## config.mk

```make
export PLATFORM = sky130hd
export DESIGN_NAME = wav_pcm16_stream_extractor
export DESIGN_NICKNAME = d
export VERILOG_FILES = /design/src/wpse_pkg.sv /design/src/wpse_fifo.sv /design/src/wpse_front.sv /design/src/wpse_back.sv /design/src/wav_pcm16_stream_extractor.sv
export SDC_FILE = /design/constraint.sdc
export NUM_CORES = 1
export LEC_CHECK = 0
export ABC_AREA = 0
export BUFFER_PORTS_ARGS = -buffer_cell sky130_fd_sc_hd__buf_2
export CAP_MARGIN = 20
export CORE_MARGIN = 2
export CORE_UTILIZATION = 49
export CTS_CLUSTER_SIZE = 20
export DETAILED_ROUTE_END_ITERATION = 10
export PLACE_DENSITY = 0.66
export SETUP_SLACK_MARGIN = 0.5
export SLEW_MARGIN = 15
export SYNTH_ARGS = -nofsm -noshare
export SYNTH_HDL_FRONTEND = slang
export SYNTH_SLANG_ARGS = --single-unit
```

## constraint.sdc

```tcl
create_clock -name clk_i -period 4.1 [get_ports clk_i]
set_input_delay 0 -clock clk_i [delete_from_list [all_inputs] [get_ports clk_i]]
set_output_delay 0 -clock clk_i [all_outputs]
set_load 0.05 [all_outputs]
```

## src/wpse_pkg.sv

```systemverilog
// Shared types and constants for the WAV PCM16 stream extractor.
`timescale 1ns / 1ps

package wpse_pkg;

  // Parser phases of the front end.
  typedef enum logic [2:0] {
    PH_RIFF   = 3'd0,
    PH_ID     = 3'd1,
    PH_SIZE   = 3'd2,
    PH_SKIP   = 3'd3,
    PH_DSIZE  = 3'd4,
    PH_SAMPLE = 3'd5
  } phase_e;

  // Result status codes, carried on the output tuser.
  typedef enum logic [1:0] {
    ST_OK      = 2'd0,
    ST_NO_DATA = 2'd1,
    ST_PARTIAL = 2'd2
  } status_e;

  localparam int unsigned  SampleW   = 17;
  localparam logic [5:0]   ChanOffset = 6'd22;
  localparam logic [5:0]   RiffLen    = 6'd11;
  localparam logic [5:0]   OffsetSat  = 6'd35;
  localparam logic [31:0]  DataId     = 32'h6461_7461;
  localparam logic [7:0]   StereoCnt  = 8'd2;

  // One classified byte handed from the parser to the sample assembler.
  typedef struct packed {
    logic [7:0] data;    // file byte
    logic       last;    // final byte of the file
    logic       sample;  // byte belongs to the sample data
    logic       stereo;  // channel count in force is two
  } wpse_tok_t;

endpackage

```

## src/wpse_fifo.sv

```systemverilog
// Small token queue between the chunk parser and the sample assembler.
`timescale 1ns / 1ps

module wpse_fifo #(
  parameter int unsigned Depth = 4
) (
  input  logic               clk_i,
  input  logic               rst_ni,
  input  logic               push_i,
  input  wpse_pkg::wpse_tok_t tok_i,
  output logic               full_o,
  input  logic               pop_i,
  output logic               valid_o,
  output wpse_pkg::wpse_tok_t tok_o
);
  import wpse_pkg::*;

  localparam int unsigned AW = (Depth > 1) ? $clog2(Depth) : 1;

  wpse_tok_t        mem_q [Depth];
  logic [AW-1:0]    wr_ptr_q, wr_ptr_d, rd_ptr_q, rd_ptr_d;
  logic [AW:0]      cnt_q, cnt_d;
  logic             do_push, do_pop;

  assign full_o  = (cnt_q == (AW+1)'(Depth));
  assign valid_o = (cnt_q != '0);
  assign tok_o   = mem_q[rd_ptr_q];
  assign do_push = push_i && !full_o;
  assign do_pop  = pop_i && valid_o;

  always_comb begin
    wr_ptr_d = wr_ptr_q;
    rd_ptr_d = rd_ptr_q;
    cnt_d    = cnt_q;
    if (do_push) begin
      wr_ptr_d = (wr_ptr_q == AW'(Depth - 1)) ? '0 : wr_ptr_q + 1'b1;
    end
    if (do_pop) begin
      rd_ptr_d = (rd_ptr_q == AW'(Depth - 1)) ? '0 : rd_ptr_q + 1'b1;
    end
    if (do_push && !do_pop) begin
      cnt_d = cnt_q + 1'b1;
    end else if (do_pop && !do_push) begin
      cnt_d = cnt_q - 1'b1;
    end
  end

  always_ff @(posedge clk_i or negedge rst_ni) begin
    if (!rst_ni) begin
      wr_ptr_q <= '0;
      rd_ptr_q <= '0;
      cnt_q    <= '0;
    end else begin
      wr_ptr_q <= wr_ptr_d;
      rd_ptr_q <= rd_ptr_d;
      cnt_q    <= cnt_d;
    end
  end

  always_ff @(posedge clk_i) begin
    if (do_push) begin
      mem_q[wr_ptr_q] <= tok_i;
    end
  end

endmodule

```

## src/wpse_front.sv

```systemverilog
// Chunk parser: walks the RIFF header and chunks and classifies each byte.
`timescale 1ns / 1ps

module wpse_front (
  input  logic                clk_i,
  input  logic                rst_ni,
  input  logic                fire_i,
  input  logic [7:0]          byte_i,
  input  logic                last_i,
  output logic                push_o,
  output wpse_pkg::wpse_tok_t tok_o
);
  import wpse_pkg::*;

  phase_e      phase_q, phase_d;
  logic [5:0]  off_q, off_d;
  logic [1:0]  idx_q, idx_d;
  logic [31:0] id_q, id_d;
  logic [31:0] size_q, size_d;
  logic [31:0] skip_q, skip_d;
  logic [7:0]  chan_q, chan_d;
  logic [31:0] id_next, size_next, skip_next;

  assign id_next   = {id_q[23:0], byte_i};
  assign size_next = size_q | ({24'd0, byte_i} << {idx_q, 3'b000});
  assign skip_next = skip_q - 32'd1;

  always_comb begin
    phase_d = phase_q;
    off_d   = (off_q < OffsetSat) ? off_q + 6'd1 : off_q;
    idx_d   = idx_q;
    id_d    = id_q;
    size_d  = size_q;
    skip_d  = skip_q;
    chan_d  = (off_q == ChanOffset) ? byte_i : chan_q;

    case (phase_q)
      PH_ID: begin
        id_d = id_next;
        if (idx_q == 2'd3) begin
          idx_d   = '0;
          size_d  = '0;
          phase_d = (id_next == DataId) ? PH_DSIZE : PH_SIZE;
        end else begin
          idx_d = idx_q + 2'd1;
        end
      end
      PH_SIZE: begin
        size_d = size_next;
        if (idx_q == 2'd3) begin
          idx_d   = '0;
          skip_d  = size_next;
          id_d    = '0;
          phase_d = (size_next == '0) ? PH_ID : PH_SKIP;
        end else begin
          idx_d = idx_q + 2'd1;
        end
      end
      PH_SKIP: begin
        skip_d = skip_next;
        if (skip_next == '0) begin
          phase_d = PH_ID;
        end
      end
      PH_DSIZE: begin
        if (idx_q == 2'd3) begin
          idx_d   = '0;
          phase_d = PH_SAMPLE;
        end else begin
          idx_d = idx_q + 2'd1;
        end
      end
      PH_SAMPLE: begin
        phase_d = PH_SAMPLE;
      end
      default: begin
        // RIFF header skip; any unused code behaves the same way.
        if (off_q >= RiffLen) begin
          phase_d = PH_ID;
          idx_d   = '0;
          id_d    = '0;
        end
      end
    endcase

    // The final byte returns the parser to its reset state.
    if (last_i) begin
      phase_d = PH_RIFF;
      off_d   = '0;
      idx_d   = '0;
      id_d    = '0;
      size_d  = '0;
      skip_d  = '0;
      chan_d  = '0;
    end
  end

  // Only sample bytes and the final byte matter downstream.
  assign push_o       = fire_i && ((phase_q == PH_SAMPLE) || last_i);
  assign tok_o.data   = byte_i;
  assign tok_o.last   = last_i;
  assign tok_o.sample = (phase_q == PH_SAMPLE);
  assign tok_o.stereo = (((off_q == ChanOffset) ? byte_i : chan_q) == StereoCnt);

  always_ff @(posedge clk_i or negedge rst_ni) begin
    if (!rst_ni) begin
      phase_q <= PH_RIFF;
      off_q   <= '0;
      idx_q   <= '0;
      id_q    <= '0;
      size_q  <= '0;
      skip_q  <= '0;
      chan_q  <= '0;
    end else if (fire_i) begin
      phase_q <= phase_d;
      off_q   <= off_d;
      idx_q   <= idx_d;
      id_q    <= id_d;
      size_q  <= size_d;
      skip_q  <= skip_d;
      chan_q  <= chan_d;
    end
  end

endmodule

```

## src/wpse_back.sv

```systemverilog
// Sample assembler: builds frames from sample bytes and drives the result register.
`timescale 1ns / 1ps

module wpse_back (
  input  logic                     clk_i,
  input  logic                     rst_ni,
  input  logic                     valid_i,
  input  wpse_pkg::wpse_tok_t      tok_i,
  output logic                     pop_o,
  output logic                     out_valid_o,
  input  logic                     out_ready_i,
  output logic signed [16:0]       out_sample_o,
  output wpse_pkg::status_e        out_status_o,
  output logic                     out_last_o
);
  import wpse_pkg::*;

  logic [1:0]          fp_q, fp_d;
  logic [7:0]          low_q, low_d;
  logic [15:0]         left_q, left_d;
  logic                ov_q;
  logic signed [16:0]  val_q, val_d;
  status_e             st_q, st_d;
  logic                last_q;
  logic                emit, res;
  logic [15:0]         word;

  assign word  = {tok_i.data, low_q};
  assign pop_o = valid_i && (!ov_q || out_ready_i);

  always_comb begin
    fp_d   = fp_q;
    low_d  = low_q;
    left_d = left_q;
    emit   = 1'b0;
    val_d  = '0;
    if (tok_i.sample) begin
      if (!fp_q[0]) begin
        low_d = tok_i.data;
        fp_d  = fp_q + 2'd1;
      end else if (fp_q == 2'd1) begin
        left_d = word;
        if (tok_i.stereo) begin
          fp_d = 2'd2;
        end else begin
          emit  = 1'b1;
          val_d = {word, 1'b0};
          fp_d  = '0;
        end
      end else begin
        emit  = 1'b1;
        val_d = 17'($signed(left_q)) + 17'($signed(word));
        fp_d  = '0;
      end
    end
    if (tok_i.last) begin
      fp_d = '0;
    end

    res  = emit || tok_i.last;
    st_d = ST_OK;
    if (tok_i.last && !emit) begin
      val_d = '0;
      st_d  = tok_i.sample ? ST_PARTIAL : ST_NO_DATA;
    end
  end

  always_ff @(posedge clk_i or negedge rst_ni) begin
    if (!rst_ni) begin
      fp_q <= '0;
      ov_q <= 1'b0;
    end else begin
      if (pop_o) begin
        fp_q <= fp_d;
        ov_q <= res;
      end else if (out_ready_i) begin
        ov_q <= 1'b0;
      end
    end
  end

  always_ff @(posedge clk_i) begin
    if (pop_o) begin
      low_q  <= low_d;
      left_q <= left_d;
      if (res) begin
        val_q  <= val_d;
        st_q   <= st_d;
        last_q <= tok_i.last;
      end
    end
  end

  assign out_valid_o  = ov_q;
  assign out_sample_o = val_q;
  assign out_status_o = st_q;
  assign out_last_o   = last_q;

endmodule

```

## src/wav_pcm16_stream_extractor.sv

```systemverilog
// Top level of the WAV PCM16 stream extractor: parser, token queue and assembler.
`timescale 1ns / 1ps

// The block takes a WAV file one byte per transfer on the slave stream, with
// tlast on the final byte of the file, and gives one mixed sample per audio
// frame on the master stream. It takes one byte every clock cycle while the
// queue has room: the chunk parser decides the role of each byte in the cycle
// it arrives, the sample assembler takes one byte per pop, and so the rate is
// set only by the output side taking its transfers. Each result carries a
// 17-bit signed value in units of 1/32768 (left plus right for two channels,
// twice the sample otherwise) and a status on tuser: sample valid, end of file
// before any sample data, or end of file with a partial frame dropped. The
// result caused by the final byte has tlast set, and after it the block is
// back in its reset state, ready for the next file. The channel count is
// taken from byte offset 22 of the file, whatever that byte happens to be.
// An accepted byte is registered in the token queue and then in the result
// register before its result is given on the master stream.

module wav_pcm16_stream_extractor #(
  parameter int unsigned FifoDepth = 4
) (
  input  logic        clk_i,
  input  logic        rst_ni,
  input  logic        s_axis_tvalid_i,
  output logic        s_axis_tready_o,
  input  logic [7:0]  s_axis_tdata_i,   // [7:0] file_byte
  input  logic        s_axis_tlast_i,   // end_of_file
  output logic        m_axis_tvalid_o,
  input  logic        m_axis_tready_i,
  output logic [23:0] m_axis_tdata_o,   // [16:0] mixed_sample, [23:17] zero
  output logic [1:0]  m_axis_tuser_o,   // [1:0] status
  output logic        m_axis_tlast_o    // is_last
);
  import wpse_pkg::*;

  logic               in_fire;
  logic               push, full, fifo_valid, pop;
  wpse_tok_t          tok_in, tok_out;
  logic signed [16:0] sample;
  status_e            status;

  // Input is taken whenever the queue has room; the queue decouples the
  // parser from stalls on the output stream.
  assign s_axis_tready_o = !full;
  assign in_fire         = s_axis_tvalid_i && s_axis_tready_o;

  wpse_front u_front (
    .clk_i  (clk_i),
    .rst_ni (rst_ni),
    .fire_i (in_fire),
    .byte_i (s_axis_tdata_i),
    .last_i (s_axis_tlast_i),
    .push_o (push),
    .tok_o  (tok_in)
  );

  wpse_fifo #(
    .Depth (FifoDepth)
  ) u_fifo (
    .clk_i   (clk_i),
    .rst_ni  (rst_ni),
    .push_i  (push),
    .tok_i   (tok_in),
    .full_o  (full),
    .pop_i   (pop),
    .valid_o (fifo_valid),
    .tok_o   (tok_out)
  );

  wpse_back u_back (
    .clk_i        (clk_i),
    .rst_ni       (rst_ni),
    .valid_i      (fifo_valid),
    .tok_i        (tok_out),
    .pop_o        (pop),
    .out_valid_o  (m_axis_tvalid_o),
    .out_ready_i  (m_axis_tready_i),
    .out_sample_o (sample),
    .out_status_o (status),
    .out_last_o   (m_axis_tlast_o)
  );

  assign m_axis_tdata_o = {7'd0, sample};
  assign m_axis_tuser_o = status;

  // An error status always comes with a zero sample.
  a_err_zero : assert property (@(posedge clk_i) disable iff (!rst_ni)
    (m_axis_tvalid_o && (m_axis_tuser_o != ST_OK)) |-> (m_axis_tdata_o == '0))
    else $error("error status with nonzero sample");

  // Error statuses are only given for the final byte of a file.
  a_err_last : assert property (@(posedge clk_i) disable iff (!rst_ni)
    (m_axis_tvalid_o && (m_axis_tuser_o != ST_OK)) |-> m_axis_tlast_o)
    else $error("error status without tlast");

  // The status field only ever carries one of the defined codes.
  a_st_code : assert property (@(posedge clk_i) disable iff (!rst_ni)
    m_axis_tvalid_o |-> ((m_axis_tuser_o == ST_OK) || (m_axis_tuser_o == ST_NO_DATA) ||
                         (m_axis_tuser_o == ST_PARTIAL)))
    else $error("unused status code");

  // When the queue is full the parser cannot have accepted a byte.
  a_full_hold : assert property (@(posedge clk_i) disable iff (!rst_ni)
    full |-> !in_fire)
    else $error("byte accepted while queue full");

endmodule

```

# --- Yosys cells after proc, flatten, opt, wreduce, memory -nomap -nowiden ---
# Memories as Yosys holds them, arrays and structs flattened.
# Cells that the tools add are included.
op_classes:
  addsub: 9
  shift: 1
  muxes: 46
  n_eq_ne: 19
  n_bitwise: 3
  reduce_logical: 42
  n_lt_le_gt_ge: 2
ops:
  columns: ["op", "count"]
  rows:
  - ["$mux 32", 4]
  - ["$pmux 32 s2", 2]
  - ["$pmux 24 s3", 1]
  - ["$logic_not 32->1", 2]
  - ["$mux 24", 2]
  - ["$mux 17", 2]
  - ["$eq 32x31->1 const B", 1]
  - ["$or 32x32->32", 1]
  - ["$shl 8x5->32", 1]
  - ["$sub 32x1->32 const B", 1]
  - ["$mux 3", 9]
  - ["$mux 2", 12]
  - ["$add 16x16->17", 1]
  - ["$mux 8", 2]
  - ["$pmux 3 s5", 1]
  - ["$mux 6", 2]
  - ["$ne 3x2->1 const B", 4]
  - ["$reduce_and 3->1", 4]
  - ["$reduce_bool 3->1", 4]
  - ["$eq 3x3->1 const B", 3]
  - ["$reduce_or 3->1", 3]
  - ["$add 2x1->2 const B", 4]
  - ["$eq 8x2->1 const B", 1]
  - ["$logic_and 1x1->1", 8]
  - ["23 further kinds", 47]
totals:
  ram_bits: 44
  reg_bits: 161
  mem_count: 1
  in_bits: 13
  elab_cells: 140
  out_inout_bits: 29
mem_list:
  columns: ["name", "depth", "word_bits", "read_ports", "rd_ports_with_merged_regs", "write_ports", "line", "source"]
  rows:
  - ["u_fifo.mem_q", 4, 11, 1, 0, 1, "wpse_fifo.sv:20", "wpse_tok_t mem_q [Depth];"]

# --- Logic depth before layout (Yosys ltp) ---
logic_depth:
  depth_word: 9
  mapped_depth: 11
  depth_no_buf: 11

# --- By module ---
# From an unflattened synthesis, not the netlist that was laid out.
hier_totals:
  hier_cells: 1096
  hier_area_um2: 11066.9
by_module_without_submodules:
  columns: ["module", "cells_each", "seq_area_each_um2", "n_inst", "area_per_inst_um2"]
  rows:
  - ["wpse_front", 777, 2677.6, 1, 6404.9]
  - ["wpse_back", 215, 1396.3, 1, 2518.7]
  - ["wpse_fifo", 94, 1496.4, 1, 2077.0]
  - ["wav_pcm16_stream_extractor", 10, 0.0, 1, 66.3]

# --- Worst setup path after synthesis ---
# Ideal clock, no wire load.
synth_path:
  kind: "flip-flop to flip-flop"
  from: "register u_fifo.rd_ptr_q[0]"
  to: "register u_back.val_q[16], in the netlist u_back.out_sample_o[16] (data pin)"
  n_path_buf: 2
  t_required_ps: 3948
  setup_time_ps: 152
  path_slack_ps: 722
  path_stages_with_launch: 11
  synth_period_minus_slack_ps: 3378
  arrival_time_ps: 3225
  cell_sequence: "dfrtp_1 > clkbuf_1 > buf_1 > mux4_2 > ha_1 > o211ai_1 > a21oi_1 > o41ai_1 > o21bai_1 > a2111o_1 > o21ai_0"
synth_rtl:
  columns: ["item", "line", "source"]
  rows:
  - ["start, declared", "wpse_fifo.sv:21", "logic [AW-1:0] wr_ptr_q, wr_ptr_d, rd_ptr_q, rd_ptr_d;"]
  - ["start signal, assigned", "wpse_fifo.sv:55", "rd_ptr_q <= rd_ptr_d;"]
  - ["end signal, assigned", "wpse_back.sv:87", "val_q <= val_d;"]
  - ["end, declared", "wpse_back.sv:22", "logic signed [16:0] val_q, val_d;"]

==> reports/qor.tcl <==
set qor(status) {finished, final reports clean}
set qor(routed_wire_length_um) 26020
set qor(track_usage_pct) 23.36
set qor(syn-cell-area_sq_um) 10510
set qor(grt_overflow_total) 0
set qor(finalMaxSlewViolations) 0
set qor(route.detailed.drc) 0
set qor(timing.final.hold_violations) 0
set qor(power.density_nw_per_um2) 774.6
set qor(via_per_inst) 5.974
set qor(synth_enable_flop_cells) 88
set qor(row_count) 53
set qor(ctsHoldBuffers) 10
set qor(hold_class) {input port to register}
set qor(post_cts.resized_instances) 0
set qor(place.detailed.hpwl_um) 17220
set qor(layout.area.seq_sq_um) 5570
set qor(yosysSeqAreaShare_pct) 53.03
set qor(top_count_cell_post_synth) {sky130_fd_sc_hd__nand2_1}
set qor(synth.distinct_cells) 75
set qor(fp.dieW_um) 150.4
set qor(netlist.top_cell.by_area) {sky130_fd_sc_hd__dfrtp_1}
set qor(place_area_sq_um) 10890
set qor(final_standard_cell_count_with_taps_included_and_fillers_excluded) 1362
set qor(start_util_pct) 49.97
set qor(routabilityCongestion) 0.8639
set qor(cap_viol_max_count) 0
set qor(synth_warnings) 0
set qor(layout.nets) 1111
set qor(core_region_area_sq_um) 21020
set qor(cts_max_path_buffers) 3
set qor(diodes) 0
set qor(kind_of_launch_point_of_the_worst_setup_path) {register}
set qor(tns_ns) 0
set qor(final_period_minus_worst_setup_slack_ns) 3.212
set qor(worst_slew_margin_rel_pct) 28.62
set qor(max_freq_mhz) 311.3
set qor(p_leak_nw) 4.704
set qor(timing.clock.skew_ns) 0.01254
set qor(areaGrowthSynthToFinish_pct) 11.83
set qor(avgSynthCellArea_sq_um) 10.05
set qor(numCtsBuffers) 24
set qor(cts-root-buf) {sky130_fd_sc_hd__clkbuf_16}
set qor(drive_above_1_share_pct) 10.76
set qor(area_of_the_multi_input_gates_sq_um) 4634
set qor(numPlacedInstances) 1308
set qor(die_outline_height_um) 150.4
set qor(layout_worst_path_cycle_share_pct) 78.35
set qor(finish.instance_area_sq_um) 11750
set qor(via_count) 8136
set qor(worstPathArrival_ns) 3.57
set qor(clkSinkCount) 205
set qor(critical_path_class) {register to register}
set qor(dieArea_sq_um) 22630
set qor(tritoncts) {done}
set qor(clock_insertion_delay_worst_skew_ns) 0.52
set qor(asyncSetResetFlopFracSynth_pct) 57.07
set qor(htree_num_levels) 1
set qor(cts_setup_buffers) 0
set qor(fillerInstances) 1849
set qor(syn-instance-count) 1045
set qor(grt_pass1_vias) 7564
set qor(number_of_synthesized_register_bits) 205
set qor(grt_first_pass_wirelength_um) 41600
set qor(top_level_pins) 42
set qor(clk_pin_slew_worst_setup_hold_paths_ns) 0.06
set qor(netlist_top_cells_count) {sky130_fd_sc_hd__nand2_1 (140), sky130_fd_sc_hd__dfrtp_1 (117), sky130_fd_sc_hd__nor2_1 (101)}
set qor(largest_net_degree_at_the_start_of_global_routing) 74
set qor(drtAntennaViolNets) 0
set qor(worstMarginPinSlew_ns) 1.071
set qor(synth_top_area_share_pct) 27.87
set qor(grt_antenna_before_repair) 0
set qor(finalSetupViolCount) 0
set qor(firstDrtPassIters) 5
set qor(setup_repair_after_global_routing_missed_its_margin) {false}
set qor(avgRoutedWirePerCell_um) 19.11
set qor(io_buffers) 34
set qor(drt-initial-drc-count) 696
set qor(critical_path.endpoint_type) {register}
set qor(synth-main-ff-cell) {sky130_fd_sc_hd__dfrtp_1}
set qor(critical_path.max_fanout) 13
set qor(synth.top_cells.by_area) {sky130_fd_sc_hd__dfrtp_1 (28%), sky130_fd_sc_hd__edfxtp_1 (25%), sky130_fd_sc_hd__nand2_1 (5.0%)}
set qor(peakVddDrop_uv) 327.6
set qor(required_ns) 4.46
-- flip-flops by register name, summed over array words and instances, names as in the netlist --
signal and count:
u_front.idx_q 2, u_fifo.mem_q 44, u_back.fp_q 2, u_back.low_q 8
u_front.skip_q 32, u_front.chan_q 8, u_fifo.rd_ptr_q 2, u_fifo.cnt_q 3
u_fifo.wr_ptr_q 2, u_back.out_last_o 1, u_front.size_q 32, u_front.off_q 6
u_front.id_q 24, u_back.left_q 16, u_back.out_sample_o 17, u_back.out_valid_o 1
u_back.out_status_o 2, u_front.phase_q 3
-- placed cells by master, fill, tap and decap left out, drive strengths merged, types with 20 or more instances in the layout --
cell type	n
nor2	102
dfrtp	117
nand3	25
a21oi	77
buf	48
o21ai	101
nor3	20
clkbuf	32
o31ai	22
nand2	140
ha	27
edfxtp	88
-- power breakdown --
| group | internal (mW) | switching, mW | leakage [nW] |
|---|---|---|---|
| clock | 1.17 | 0.839 | 0.371 |
| combinational | 1.35 | 2.59 | 1.92 |
| sequential | 2.72 | 0.429 | 2.41 |
-- path summary, 6_finish.rpt --
| path | startpoint | to | slack, ns | cells after the start |
|---|---|---|---|---|
| hold reg to reg | u_front.id_q[16]$_DFFE_PN0P_ | u_front.id_q[16]$_DFFE_PN0P_ | 0.48 | 2 |
| min in group asynchronous | rst_ni | u_fifo.rd_ptr_q[0]$_DFFE_PN0P_ | 0.16 | 3 |
| setup / recovery | u_fifo.rd_ptr_q[0]$_DFFE_PN0P_ | u_back.out_sample_o[16]$_SDFFCE_PP0P_ | 0.89 | 9 |
| max in group asynchronous | rst_ni | u_front.skip_q[28]$_DFFE_PN0P_ | 3.17 | 3 |
| hold / removal | s_axis_tvalid_i | u_front.off_q[3]$_DFFE_PN0P_ | 0.05 | 3 |
| setup reg to reg | u_fifo.rd_ptr_q[0]$_DFFE_PN0P_ | u_back.out_sample_o[16]$_SDFFCE_PP0P_ | 0.89 | 9 |
-- critical path, cell delays in order, from the launching register on --
cell and delay (ns):
sky130_fd_sc_hd__dfrtp_1 0.41, sky130_fd_sc_hd__buf_4 0.27, sky130_fd_sc_hd__mux4_2 0.58, sky130_fd_sc_hd__ha_1 0.39, sky130_fd_sc_hd__o21ai_0 0.18, sky130_fd_sc_hd__a21oi_1 0.10
sky130_fd_sc_hd__o41ai_1 0.53, sky130_fd_sc_hd__o21bai_1 0.12, sky130_fd_sc_hd__a2111o_1 0.41, sky130_fd_sc_hd__o21ai_0 0.07
-- per-layer routing --
layer	track usage [%]	up-vias	routed length, um
met5	0	-	0
met1	32.26	3939	11330
met2	38.61	239	12550
li1	-	3912	-
met4	7.358	0	726
met3	2.970	46	1411
-- layout make-up --
cell class,count,area share [%]
sequential,205,47.42
inverter,17,0.5432
clock buffer,32,5.805
multi-input combinational,763,39.45
tap,275,2.929
timing repair buffer,58,3.217
clock inverter,12,0.6390
-- cell families (layout without fill, tap and decap cells) --
logic type,count (synthesis),count (layout),share of synthesized area [%]
and+or+nand+nor,389,389,17.89
AOI/OAI and AO/OA,308,308,18.21
DFF,205,205,53.03
buffers and inverters,83,119,3.240
adders and majority gates,29,29,3.597
muxes,16,16,2.763
xor gates and xnor gates,14,14,1.239
other,1,7,0.03570
-- stage by stage --
step                      setup WS, ns  hold WS, ns  utilization, %  power [mW]
after floorplan                 0.7223      -0.2956               -       6.080
after global placement          0.9881       0.1719           51.81       7.020
after detailed placement        0.9480       0.1710           51.81       7.070
after CTS                       0.9214      0.03233           55.88       9.122
after global routing            0.7167      0.05592           55.88       9.699
final                           0.8876      0.05437           55.88       9.099
No activity file was read; power rests on OpenSTA's default activity.
